`src/hdl/assert_macros.svh`:
```
// assertion helpers shared by the rtl
`ifndef ASSERT_MACROS_SVH
`define ASSERT_MACROS_SVH

// condition holds at every edge outside reset
`define ASSERT_HOLD(label, clk, rst, cond) \
  label: assert property (@(posedge clk) disable iff (rst) (cond)) \
    else $error("assertion failed: invariant");

// antecedent implies consequent in the same cycle
`define ASSERT_IMPL(label, clk, rst, ante, cons) \
  label: assert property (@(posedge clk) disable iff (rst) (ante) |-> (cons)) \
    else $error("assertion failed: implication");

// condition holds in the cycle after reset is seen
`define ASSERT_AFTER_RST(label, clk, rst, cond) \
  label: assert property (@(posedge clk) (rst) |=> (cond)) \
    else $error("assertion failed: after reset");

`endif

```
`src/hdl/ccmp_pkg.sv`:
```
`default_nettype none

package ccmp_pkg;

  // register stages from input to output
  localparam int unsigned PIPE_DEPTH = 9;

  localparam logic [7:0] FULL8 = 8'hff;

  // register indexes
  localparam logic CFG_FILL_COLOR  = 1'b0;
  localparam logic CFG_DEST_FORMAT = 1'b1;

  // destination formats
  localparam logic FMT_IA    = 1'b0;
  localparam logic FMT_BGR32 = 1'b1;

  // how the final pixel is formed
  typedef enum logic [2:0] {
    OVR_NONE,
    OVR_ZERO,
    OVR_PASS,
    OVR_OPAQUE,
    OVR_NO_INT
  } ovr_t;

  typedef struct packed {
    logic [31:0] fill_color;
    logic        dest_format;
  } cfg_t;

  // context carried alongside the divide
  typedef struct packed {
    ovr_t        ovr;
    logic [7:0]  alpha;
    logic [31:0] dst;
  } ctx_t;

  typedef struct packed {
    logic [17:0] num;
    logic [7:0]  den;
    logic        sat;
    ctx_t        ctx;
  } div_in_t;

  typedef struct packed {
    logic [7:0] quo;
    logic       sat;
    ctx_t       ctx;
  } div_out_t;

  // (((x + 255) >> 8) + x) >> 8, kept to 8 bits
  function automatic logic [7:0] div255(input logic [15:0] x);
    logic [16:0] t;
    logic [16:0] u;
    t = {1'b0, x} + 17'd255;
    u = {8'd0, t[16:8]} + {1'b0, x};
    return u[15:8];
  endfunction

  // (a * b + 255) >> 8
  function automatic logic [7:0] mul2(input logic [7:0] a, input logic [7:0] b);
    logic [16:0] p;
    p = {9'd0, a} * {9'd0, b} + 17'd255;
    return p[15:8];
  endfunction

endpackage

`default_nettype wire

```
`src/hdl/coverage_alpha_composite.sv`:
```
// channel   dir  payload
// s_axis    in   tdata[7:0] coverage, tdata[39:8] dest_pixel
// m_axis    out  tdata[31:0] result_pixel
// cfg       in   cfg_index 0 fill_color, 1 dest_format, cfg_data[31:0]
//
// one pixel per cycle sustained while m_tready is high; from acceptance to
// m_tvalid an item passes three arithmetic stages, a five-stage restoring
// divider (two quotient bits per stage after entry) and the output register.
// rst is synchronous: it empties the pipeline and loads the register defaults.
// each stage holds its item until the next one frees, so a stall at m_tready
// fills empty stages before s_tready drops.
`default_nettype none

module coverage_alpha_composite (
  input  wire logic        clk,
  input  wire logic        rst,
  input  wire logic        s_tvalid,
  output logic             s_tready,
  input  wire logic [39:0] s_tdata,   // coverage [7:0], dest_pixel [39:8]
  output logic             m_tvalid,
  input  wire logic        m_tready,
  output logic [31:0]      m_tdata,   // result_pixel [31:0]
  input  wire logic        cfg_write,
  input  wire logic        cfg_index,
  input  wire logic [31:0] cfg_data
);
  import ccmp_pkg::*;

  cfg_t      cfg;
  logic      f_valid, f_ready;
  div_in_t   f_data;
  logic      d_valid, d_ready;
  div_out_t  d_data;
  logic [3:0] inflight;

  // configuration registers
  always_ff @(posedge clk) begin
    if (rst) begin
      cfg.fill_color  <= 32'hffff_ffff;
      cfg.dest_format <= FMT_BGR32;
    end else if (cfg_write) begin
      unique case (cfg_index)
        CFG_FILL_COLOR:  cfg.fill_color  <= cfg_data;
        CFG_DEST_FORMAT: cfg.dest_format <= cfg_data[0];
        default:         cfg.fill_color  <= cfg.fill_color;
      endcase
    end
  end

  ccmp_front u_front (
    .clk       (clk),
    .rst       (rst),
    .cfg       (cfg),
    .in_valid  (s_tvalid),
    .in_ready  (s_tready),
    .in_cov    (s_tdata[7:0]),
    .in_dst    (s_tdata[39:8]),
    .out_valid (f_valid),
    .out_ready (f_ready),
    .out_data  (f_data)
  );

  ccmp_divider u_div (
    .clk       (clk),
    .rst       (rst),
    .in_valid  (f_valid),
    .in_ready  (f_ready),
    .in_data   (f_data),
    .out_valid (d_valid),
    .out_ready (d_ready),
    .out_data  (d_data)
  );

  ccmp_back u_back (
    .clk       (clk),
    .rst       (rst),
    .cfg       (cfg),
    .in_valid  (d_valid),
    .in_ready  (d_ready),
    .in_data   (d_data),
    .out_valid (m_tvalid),
    .out_ready (m_tready),
    .out_pixel (m_tdata)
  );

  // items inside the pipeline
  always_ff @(posedge clk) begin
    if (rst) begin
      inflight <= 4'd0;
    end else begin
      inflight <= inflight + {3'd0, s_tvalid && s_tready}
                           - {3'd0, m_tvalid && m_tready};
    end
  end

`include "assert_macros.svh"

  `ASSERT_IMPL(a_out_has_item, clk, rst, m_tvalid, inflight != 4'd0)
  `ASSERT_HOLD(a_depth_bound, clk, rst, inflight <= 4'(PIPE_DEPTH))
  `ASSERT_IMPL(a_ready_flows, clk, rst, m_tready, s_tready)
  `ASSERT_AFTER_RST(a_reset_empty, clk, rst, !m_tvalid)

endmodule

`default_nettype wire

```
`src/hdl/ccmp_front.sv`:
```
`default_nettype none

module ccmp_front (
  input  wire logic              clk,
  input  wire logic              rst,
  input  wire ccmp_pkg::cfg_t    cfg,
  input  wire logic              in_valid,
  output logic                   in_ready,
  input  wire logic [7:0]        in_cov,
  input  wire logic [31:0]       in_dst,
  output logic                   out_valid,
  input  wire logic              out_ready,
  output ccmp_pkg::div_in_t      out_data
);
  import ccmp_pkg::*;

  logic        v1, v2, v3;
  logic        rdy1, rdy2, rdy3;
  logic [7:0]  cov1, cov2, cov3;
  logic [31:0] dst1, dst2, dst3;
  logic [7:0]  s2, s3;
  logic [15:0] dipa2;
  logic [7:0]  alpha3;
  logic [9:0]  sum3;

  logic [7:0]  ca;
  logic [7:0]  s_next;
  logic [15:0] dipa_next;
  logic [7:0]  t2;
  logic [7:0]  fa_bgr;
  logic [8:0]  a_sum;
  logic [7:0]  alpha_next;
  logic [7:0]  m2;
  logic [24:0] p3;
  logic [9:0]  sum_next;
  logic [17:0] num;
  logic [7:0]  den;

  assign ca = cfg.fill_color[31:24];

  // ready chain
  assign rdy3     = !v3 || out_ready;
  assign rdy2     = !v2 || rdy3;
  assign rdy1     = !v1 || rdy2;
  assign in_ready = rdy1;

  // stage 1 to 2: source alpha or source weight, dest intensity times alpha
  always_comb begin
    if (cfg.dest_format == FMT_BGR32) begin
      s_next = div255({8'd0, cov1} * {8'd0, ca});
    end else if (ca == FULL8) begin
      s_next = cov1;
    end else begin
      s_next = mul2(ca, cov1);
    end
    dipa_next = {8'd0, dst1[7:0]} * {8'd0, dst1[15:8]};
  end

  // stage 2 to 3: final alpha and intensity numerator
  always_comb begin
    t2     = FULL8 - s2;
    fa_bgr = s2 + div255({8'd0, t2} * {8'd0, dst2[31:24]});
    a_sum  = {1'b0, s2} + {1'b0, mul2(dst2[15:8], t2)};
    if (cfg.dest_format == FMT_BGR32) begin
      alpha_next = fa_bgr;
    end else if (a_sum[8]) begin
      alpha_next = FULL8;
    end else begin
      alpha_next = a_sum[7:0];
    end
    m2       = mul2(cfg.fill_color[7:0], s2);
    p3       = {9'd0, dipa2} * {17'd0, t2} + 25'd65535;
    sum_next = {2'd0, m2} + {1'b0, p3[24:16]};
  end

  // stage 3 out: dividend, divisor, saturation check and special cases
  always_comb begin
    if (cfg.dest_format == FMT_BGR32) begin
      num = {2'd0, s3, 8'd0} - {10'd0, s3};
    end else begin
      num = {sum3, 8'd0} - {8'd0, sum3};
    end
    den = (alpha3 == 8'd0) ? 8'd1 : alpha3;
    out_data.num       = num;
    out_data.den       = den;
    out_data.sat       = num >= {2'd0, den, 8'd0};
    out_data.ctx.alpha = alpha3;
    out_data.ctx.dst   = dst3;
    if (cfg.dest_format == FMT_BGR32) begin
      out_data.ctx.ovr = (alpha3 == 8'd0) ? OVR_ZERO : OVR_NONE;
    end else begin
      priority if (cov3 == 8'd0) begin
        out_data.ctx.ovr = OVR_PASS;
      end else if (ca == FULL8 && cov3 == FULL8) begin
        out_data.ctx.ovr = OVR_OPAQUE;
      end else if (alpha3 == 8'd0) begin
        out_data.ctx.ovr = OVR_NO_INT;
      end else begin
        out_data.ctx.ovr = OVR_NONE;
      end
    end
  end

  assign out_valid = v3;

  // stage valid bits
  always_ff @(posedge clk) begin
    if (rst) begin
      v1 <= 1'b0;
      v2 <= 1'b0;
      v3 <= 1'b0;
    end else begin
      if (rdy1) v1 <= in_valid;
      if (rdy2) v2 <= v1;
      if (rdy3) v3 <= v2;
    end
  end

  // stage payloads
  always_ff @(posedge clk) begin
    if (rdy1) begin
      cov1 <= in_cov;
      dst1 <= in_dst;
    end
    if (rdy2) begin
      cov2  <= cov1;
      dst2  <= dst1;
      s2    <= s_next;
      dipa2 <= dipa_next;
    end
    if (rdy3) begin
      cov3   <= cov2;
      dst3   <= dst2;
      s3     <= s2;
      alpha3 <= alpha_next;
      sum3   <= sum_next;
    end
  end

endmodule

`default_nettype wire

```
`src/hdl/ccmp_divider.sv`:
```
`default_nettype none

module ccmp_divider (
  input  wire logic              clk,
  input  wire logic              rst,
  input  wire logic              in_valid,
  output logic                   in_ready,
  input  wire ccmp_pkg::div_in_t in_data,
  output logic                   out_valid,
  input  wire logic              out_ready,
  output ccmp_pkg::div_out_t     out_data
);
  import ccmp_pkg::*;

  localparam int unsigned STAGES = 5;

  logic [STAGES-1:0] vld;
  logic [STAGES-1:0] adv;
  logic [17:0]       rem [STAGES];
  logic [7:0]        den [STAGES];
  logic [7:0]        quo [STAGES];
  logic              sat [STAGES];
  ctx_t              ctx [STAGES];

  // ready chain
  assign adv[STAGES-1] = !vld[STAGES-1] || out_ready;
  for (genvar j = 0; j < STAGES - 1; j++) begin : g_adv
    assign adv[j] = !vld[j] || adv[j+1];
  end
  assign in_ready = adv[0];

  // valid bits
  always_ff @(posedge clk) begin
    if (rst) begin
      vld <= '0;
    end else begin
      if (adv[0]) vld[0] <= in_valid;
      for (int k = 1; k < STAGES; k++) begin
        if (adv[k]) vld[k] <= vld[k-1];
      end
    end
  end

  // entry stage
  always_ff @(posedge clk) begin
    if (adv[0]) begin
      rem[0] <= in_data.num;
      den[0] <= in_data.den;
      quo[0] <= 8'd0;
      sat[0] <= in_data.sat;
      ctx[0] <= in_data.ctx;
    end
  end

  // two quotient bits per stage, most significant first
  for (genvar j = 1; j < STAGES; j++) begin : g_step
    localparam int unsigned HI = 9 - 2 * j;
    logic [17:0] d_hi;
    logic [17:0] d_lo;
    logic [17:0] r_mid;
    logic [17:0] r_out;
    logic        b_hi;
    logic        b_lo;

    always_comb begin
      d_hi  = {10'd0, den[j-1]} << HI;
      d_lo  = {10'd0, den[j-1]} << (HI - 1);
      b_hi  = rem[j-1] >= d_hi;
      r_mid = b_hi ? rem[j-1] - d_hi : rem[j-1];
      b_lo  = r_mid >= d_lo;
      r_out = b_lo ? r_mid - d_lo : r_mid;
    end

    always_ff @(posedge clk) begin
      if (adv[j]) begin
        rem[j] <= r_out;
        den[j] <= den[j-1];
        quo[j] <= {quo[j-1][5:0], b_hi, b_lo};
        sat[j] <= sat[j-1];
        ctx[j] <= ctx[j-1];
      end
    end
  end

  assign out_valid    = vld[STAGES-1];
  assign out_data.quo = quo[STAGES-1];
  assign out_data.sat = sat[STAGES-1];
  assign out_data.ctx = ctx[STAGES-1];

endmodule

`default_nettype wire

```
`src/hdl/ccmp_back.sv`:
```
`default_nettype none

module ccmp_back (
  input  wire logic               clk,
  input  wire logic               rst,
  input  wire ccmp_pkg::cfg_t     cfg,
  input  wire logic               in_valid,
  output logic                    in_ready,
  input  wire ccmp_pkg::div_out_t in_data,
  output logic                    out_valid,
  input  wire logic               out_ready,
  output logic [31:0]             out_pixel
);
  import ccmp_pkg::*;

  logic [7:0]  q;
  logic [7:0]  wd;
  logic [7:0]  ch_r, ch_g, ch_b;
  logic [7:0]  inten;
  logic [31:0] dst;
  logic [31:0] pixel_next;

  // source weight times colour plus dest weight times pixel, over 255
  function automatic logic [7:0] mix(input logic [7:0] c, input logic [7:0] d,
                                     input logic [7:0] ws, input logic [7:0] wdst);
    logic [16:0] acc;
    acc = {9'd0, c} * {9'd0, ws} + {9'd0, d} * {9'd0, wdst};
    return div255(acc[15:0]);
  endfunction

  assign in_ready = !out_valid || out_ready;

  // channel lanes
  always_comb begin
    q     = in_data.quo;
    wd    = FULL8 - q;
    dst   = in_data.ctx.dst;
    ch_r  = mix(cfg.fill_color[7:0], dst[7:0], q, wd);
    ch_g  = mix(cfg.fill_color[15:8], dst[15:8], q, wd);
    ch_b  = mix(cfg.fill_color[23:16], dst[23:16], q, wd);
    inten = in_data.sat ? FULL8 : q;
  end

  // result selection
  always_comb begin
    if (cfg.dest_format == FMT_BGR32) begin
      if (in_data.ctx.ovr == OVR_ZERO) begin
        pixel_next = 32'd0;
      end else begin
        pixel_next = {in_data.ctx.alpha, ch_b, ch_g, ch_r};
      end
    end else begin
      unique case (in_data.ctx.ovr)
        OVR_PASS:   pixel_next = dst;
        OVR_OPAQUE: pixel_next = {dst[31:16], FULL8, cfg.fill_color[7:0]};
        OVR_NO_INT: pixel_next = {dst[31:16], in_data.ctx.alpha, 8'd0};
        default:    pixel_next = {dst[31:16], in_data.ctx.alpha, inten};
      endcase
    end
  end

  // output register
  always_ff @(posedge clk) begin
    if (rst) begin
      out_valid <= 1'b0;
    end else if (in_ready) begin
      out_valid <= in_valid;
    end
  end

  always_ff @(posedge clk) begin
    if (in_ready) begin
      out_pixel <= pixel_next;
    end
  end

endmodule

`default_nettype wire
```
`config.mk`:
```
export PLATFORM = sky130hd
export DESIGN_NAME = coverage_alpha_composite
export DESIGN_NICKNAME = d
export VERILOG_FILES = /design/src/hdl/ccmp_pkg.sv /design/src/hdl/coverage_alpha_composite.sv /design/src/hdl/ccmp_front.sv /design/src/hdl/ccmp_divider.sv /design/src/hdl/ccmp_back.sv
export VERILOG_INCLUDE_DIRS = /design/src /design/src/hdl
export SDC_FILE = /design/constraint.sdc
export NUM_CORES = 2
export LEC_CHECK = 0
export BUFFER_PORTS_ARGS = -buffer_cell sky130_fd_sc_hd__buf_2
export CAP_MARGIN = 40
export CORE_MARGIN = 3
export CORE_UTILIZATION = 59
export CTS_CLUSTER_SIZE = 25
export DETAILED_ROUTE_END_ITERATION = 16
export GPL_ROUTABILITY_DRIVEN = 1
export HOLD_SLACK_MARGIN = 0.15
export PLACE_DENSITY = 0.79
export SYNTH_ARGS = -nofsm -noshare
export SYNTH_HDL_FRONTEND = slang
export SYNTH_SLANG_ARGS = --single-unit
```
`constraint.sdc`:
```
create_clock -name clk -period 9 [get_ports clk]
set_clock_uncertainty 0.05 [all_clocks]
set_input_delay 0.45 -clock clk [delete_from_list [all_inputs] [get_ports clk]]
set_output_delay 0.45 -clock clk [all_outputs]
set_load 0.005 [all_outputs]
```
# After elaboration in Yosys (flattened, before gate mapping)
# Memories as Yosys holds them, arrays and structs flattened.
# Cells that the tools add are included.
# op_classes
add_sub_neg	32
multipliers	13
n_div	0
order_cmp	9
n_eq_ne	6
shifts	0
muxes	33
bitwise_logic	1
reduce_logical	23
# ops
cell	count
$mul A8 B8 Y16	12
$mux W18	9
$add A16 B8 Y17 const B	5
$add A9 B16 Y16	5
$mux W32	2
$add A16 B16 Y16	3
$add A16 B8 Y16 const B	3
$mux W8	6
$pmux W16 S3	1
$sub A18 B10 Y18	2
$add A24 B16 Y25 const B	1
$mul A16 B8 Y24	1
$ge A18 B10 Y1	1
$ge A18 B11 Y1	1
$ge A18 B12 Y1	1
$ge A18 B13 Y1	1
$ge A18 B14 Y1	1
$ge A18 B15 Y1	1
$ge A18 B16 Y1	1
$ge A18 B8 Y1	1
$ge A18 B9 Y1	1
$sub A18 B11 Y18	1
$sub A18 B12 Y18	1
$sub A18 B13 Y18	1
other kinds (21)	55
# word_totals
regBits	244
latch_bits	0
ramBits	390
romBits	0
in_bits	78
out_inout_bits	34
word_cells	145
memories	5
# mem_list
memory	depth	word_bits	read_ports	rd_clocked_by_memory_dff	wr	line	rtl
u_div.ctx	5	43	5	0	5	ccmp_divider.sv:23	ctx_t ctx [STAGES];
u_div.rem	5	18	4	0	5	ccmp_divider.sv:19	logic [17:0] rem [STAGES];
u_div.den	5	8	4	0	5	ccmp_divider.sv:20	logic [7:0] den [STAGES];
u_div.quo	5	8	5	0	5	ccmp_divider.sv:21	logic [7:0] quo [STAGES];
u_div.sat	5	1	5	0	5	ccmp_divider.sv:22	logic sat [STAGES];

# Longest topological paths before layout
# logic_depth
depth_word	10
ltp_mapped	37
depth_no_buf	36

# Cells and area by module
# From an unflattened synthesis, not the netlist that was laid out.
# unflattened
cells_unflattened	5408
hier_area_um2	56661.8
# by_module_without_submodules
module	instances	cells_per_inst	area_each_um2	seq_area_each_um2
ccmp_front	1	2385	23934.2	5165.0
ccmp_back	1	1883	16523.3	980.9
ccmp_divider	1	997	14850.5	10430.0
coverage_alpha_composite	1	143	1353.8	660.6

# Least setup slack after synthesis
# No wires, ideal clock.
# synth_timing
kind	reg-to-reg
from	reg u_front.s2[0]
to	reg u_front.alpha3[7], data pin
setup_time_ns	0.274
arrival_ns	7.991
required_ns	8.676
path_slack_ns	0.684
path_stages_with_launch	38
path_buffers	3
period_less_slack_ns	8.316
path_cell_list	edfxtp_1 -> clkbuf_1 -> clkbuf_1 -> nand2b_1 -> fa_1 -> fa_1 -> inv_1 -> fa_1 -> inv_1 -> fa_1 -> inv_1 -> ha_1 -> or3_1 -> a21oi_1 -> o21bai_1 -> xnor2_1 -> and3b_1 -> clkbuf_1 -> (+2 left out) -> xor2_1 -> ha_1 -> nand3_1 -> or3_1 -> o21ai_0 -> o21ai_0 -> nand2b_1 -> xor2_1 -> ha_1 -> a21o_1 -> a21oi_1 -> nor2b_1 -> o21a_1 -> o41ai_1 -> xor2_1 -> xnor2_1 -> a31o_2 -> a31oi_1
# synth_via
elab_chain_cells	6
word_cells_on_any_way	10
classes_between	add/sub: 6; mul: 2; mux: 2
# synth_rtl
item	line	rtl
start: declaration	ccmp_front.sv:21	logic [7:0] s2, s3;
start signal: assignment	ccmp_front.sv:128	s2 <= s_next;
$sub A8 B8 Y8	ccmp_front.sv:61	t2 = FULL8 - s2;
$mul A8 B8 Y16, on equally long branches	ccmp_front.sv:62, ccmp_pkg.sv:64	
$add A16 B8 Y17 or $add A16 B8 Y16 (tied branches)	ccmp_pkg.sv:56, ccmp_pkg.sv:64	
$add A9 B16 Y16 or $add A8 B8 Y9 (tied branches)	ccmp_pkg.sv:57, ccmp_front.sv:63	
$add A8 B8 Y8 or $mux W8 (tied branches)	ccmp_front.sv:62, ccmp_front.sv:66	
$mux W8 *	ccmp_front.sv:64	if (cfg.dest_format == FMT_BGR32) begin
named net u_front.alpha_next[7]	ccmp_front.sv:32	logic [7:0] alpha_next;
end signal: assignment	ccmp_front.sv:135	alpha3 <= alpha_next;
end: declaration	ccmp_front.sv:23	logic [7:0] alpha3;
# Mark *: on every way through the listed nets, which the timed path passes. The rest lies on a longest branch.
# A chain may end at the register's enable or synchronous reset.

==> impl_metrics.py <==
metrics = {
    "yosys": {
        "synth_seq_cells": 588,
        "synth_edf_count": 546,
        "synth_common_cells": "inv_1, fa_1, ha_1",
        "synth_cell_types": 92,
        "synthFlopType": "edfxtp_1",
        "netlist_instances": 5308,
        "synthMostInstantiatedCell": "inv_1",
        "yosys_warnings": 0,
        "yosysSeqAreaShare_pct": 30.9,
        "syn_avg_cell_area_um2": 10.5,
        "synthArstFlopShare_pct": 0,
        "synth_top_cell_area_share_pct": 29.3,
        "synth_largest_area_cell": "edfxtp_1",
        "syn_area_um2": 55900,
        "synth_area_leaders": "edfxtp_1, fa_1, ha_1",
    },
    "floorplan": {
        "die_y_um": 314,
        "die_w_um": 314,
        "start_util_pct": 59.7,
        "num_rows": 112,
        "io_pins": 112,
        "dieArea_um2": 98400,
        "core_um2": 93600,
    },
    "clocking": {
        "ctsRootBufferMaster": "clkbuf_16",
        "clock_path_buffers": 3,
        "numClockSinks": 588,
        "ctsHtreeMaxLevel": 3,
        "cts_tree": "built",
        "clock_latency_ns": 0.62,
        "cts_buffers": 67,
        "path_clk_slew_ns": 0.06,
    },
    "setup_path": {
        "path_class": "reg2reg",
        "critPathLaunchType": "flop",
        "worst_ep_arrival_time_ns": 8.91,
        "crit_path_max_fanout": 43,
        "worstPathRequired_ns": 9.30,
        "cp_common_cell": "fa_1",
        "crit_path_end_kind": "flop",
        "cp_slowest_cell": "fa_1",
        "cp_slowest_stage_delay_ns": 0.54,
    },
    "global_routing": {
        "grt_pass1_wl_um": 204000,
        "met3_usage_pct": 3.11,
        "use_met1_pct": 33.6,
        "grt_max_degree": 68,
        "antenna_found_initial": 0,
        "met2_usage_pct": 44.2,
        "busiest_layer": "met2",
        "grt_overflow": 0,
        "grt_pass1_vias": 40400,
        "grt_usage_pct": 25.8,
    },
    "place": {
        "gp_congestion": 0.937,
        "place_inst": 6585,
        "dp_hpwl_um": 92000,
        "placement.cell_area_um2": 58100,
        "pre_cts_ws_ns": 0.212,
        "portBuffers": 111,
    },
    "routing": {
        "drc_errors": 0,
        "vias": 38200,
        "routedWlPerCell_um": 18.2,
        "drt_first_pass_iters": 7,
        "first_iter_violations": 2591,
        "vias_per_cell": 5.62,
        "drtAntennaViolNets": 0,
        "wl_um": 123000,
    },
    "layout": {
        "nFillCells": 7039,
        "final_layout_size_suffix_gt1_share_pct": 6.75,
        "fin_nets": 6759,
        "final_area_um2": 61200,
        "layoutNonFillerInstCount": 6796,
        "post-route-util_pct": 65.4,
        "num_antenna_cells": 0,
        "area_delta_synth_final_pct": 9.56,
    },
    "timing": {
        "final.setup.worst_slack_ns": 0.390,
        "fin_crit_sh_pct": 95.7,
        "worstMarginPinSlew_ns": 0.922,
        "relSlewSlack_pct": 38.3,
        "post-route-min-period_ns": 8.61,
        "timing.fmax_mhz": 116,
        "setup_violations": 0,
        "rsz0062_at_grt": "true",
        "drv_slew": 0,
        "finalHoldViolations": 0,
    },
    "run_status": {
        "status": "completed",
    },
    "flow_run": {
        "drv_cap": 0,
    },
    "min_path": {
        "worstHoldPathType": "in2reg",
    },
}
-- what timing repair did --
item                                    in CTS  in global routing
resized for setup                            0                 13
hold buffers                                77                  0
endpoints found under the hold margin       79                  0
endpoints found under the setup margin       0                 12
setup buffers                                0                 12
-- cell type report --
| cell class | count | area, um^2 | share of cell area (%) |
|---|---|---|---|
| Clock inverter | 39 | 360 | 0.589 |
| Clock buffer | 83 | 1840 | 3.01 |
| Tap cell | 1254 | 1570 | 2.56 |
| Sequential cell | 588 | 17200 | 28.2 |
| Inverter | 922 | 3460 | 5.65 |
| Timing Repair Buffer | 261 | 2030 | 3.31 |
| Multi-Input combinational cell | 3649 | 34700 | 56.7 |
-- sequential cells by signal, summed over array words and instances (netlist names), 5 cells and up --
| name | flops |
|---|---|
| u_front.cov1 | 8 |
| u_front.s3 | 8 |
| u_front.cov3 | 8 |
| u_front.cov2 | 8 |
| u_front.s2 | 8 |
| u_div.den | 32 |
| u_front.dst2 | 32 |
| u_div.vld | 5 |
| u_front.dst3 | 32 |
| u_div.rem | 72 |
| u_div.ctx | 215 |
| u_front.sum3 | 10 |
| u_back.out_pixel | 32 |
| u_front.dipa2 | 16 |
| u_div.quo | 20 |
| u_front.alpha3 | 8 |
| u_front.dst1 | 32 |
| cfg | 33 |
| u_div.sat | 5 |
-- metal layers --
| metal | vias to the layer above | share of wire (%) | routed length [um] |
|---|---|---|---|
| met4 | 0 | 4.1 | 5020 |
| met3 | 298 | 5.7 | 7000 |
| met5 | - | 0 | 0 |
| li1 | 17800 | - | - |
| met2 | 1189 | 49 | 60900 |
| met1 | 18900 | 41 | 50500 |
-- critical path: cells and delay by family (launching register included) --
kind / cells / cell delay, ns
compound gates: 7 / 1.69
xor+xnor: 3 / 0.58
fa+ha+maj: 8 / 3.32
buf+inv: 5 / 0.44
flops: 1 / 0.52
simple gates: 9 / 1.73
-- final timing paths --
check                                                       to  slack, ns  cells past startpoint                        from
worst max register to register  u_back.out_pixel[23]$_DFFE_PP_       0.39                     32   u_div.quo[4][1]$_DFFE_PP_
worst min-delay path                       cfg[0]$_SDFFE_PP1P_       0.24                      2                   cfg_index
worst max-delay path            u_back.out_pixel[23]$_DFFE_PP_       0.39                     32   u_div.quo[4][1]$_DFFE_PP_
worst min register to register      u_front.dst3[19]$_DFFE_PP_       0.34                      0  u_front.dst2[19]$_DFFE_PP_
-- metrics by stage --
stage / setup TNS [ns] / hold slack [ns]
6_report: 0 / 0.239
5_1_grt: -0.0503 / 0.219
4_1_cts: 0 / 0.182
3_5_place_dp: 0 / 0.355
3_3_place_gp: 0 / 0.350
2_1_floorplan: 0 / 0.350
-- cell usage in the layout (no fill, tap or decap), types with 155 or more instances in the layout --
cell / count
nand2b_1: 242
edfxtp_1: 546
nor2b_1: 256
and2_1: 234
a21oi_1: 155
ha_1: 580
nor2_1: 258
inv_1: 917
fa_1: 612
nand2_1: 284
-- cells by family after synthesis --
kind of cell               share of synthesized area (%)
other                                            0.00671
adders and majority gates                           34.9
xor gates and xnor gates                            3.68
muxes                                              0.923
and+or+nand+nor                                     14.8
buffers and inverters                               7.25
AOI/OAI and AO/OA                                   7.55
DFF                                                 30.9
Power is left out: the tool's default activity adds up to more than one toggle a clock period on the data nets, which glitch-free logic cannot reach.
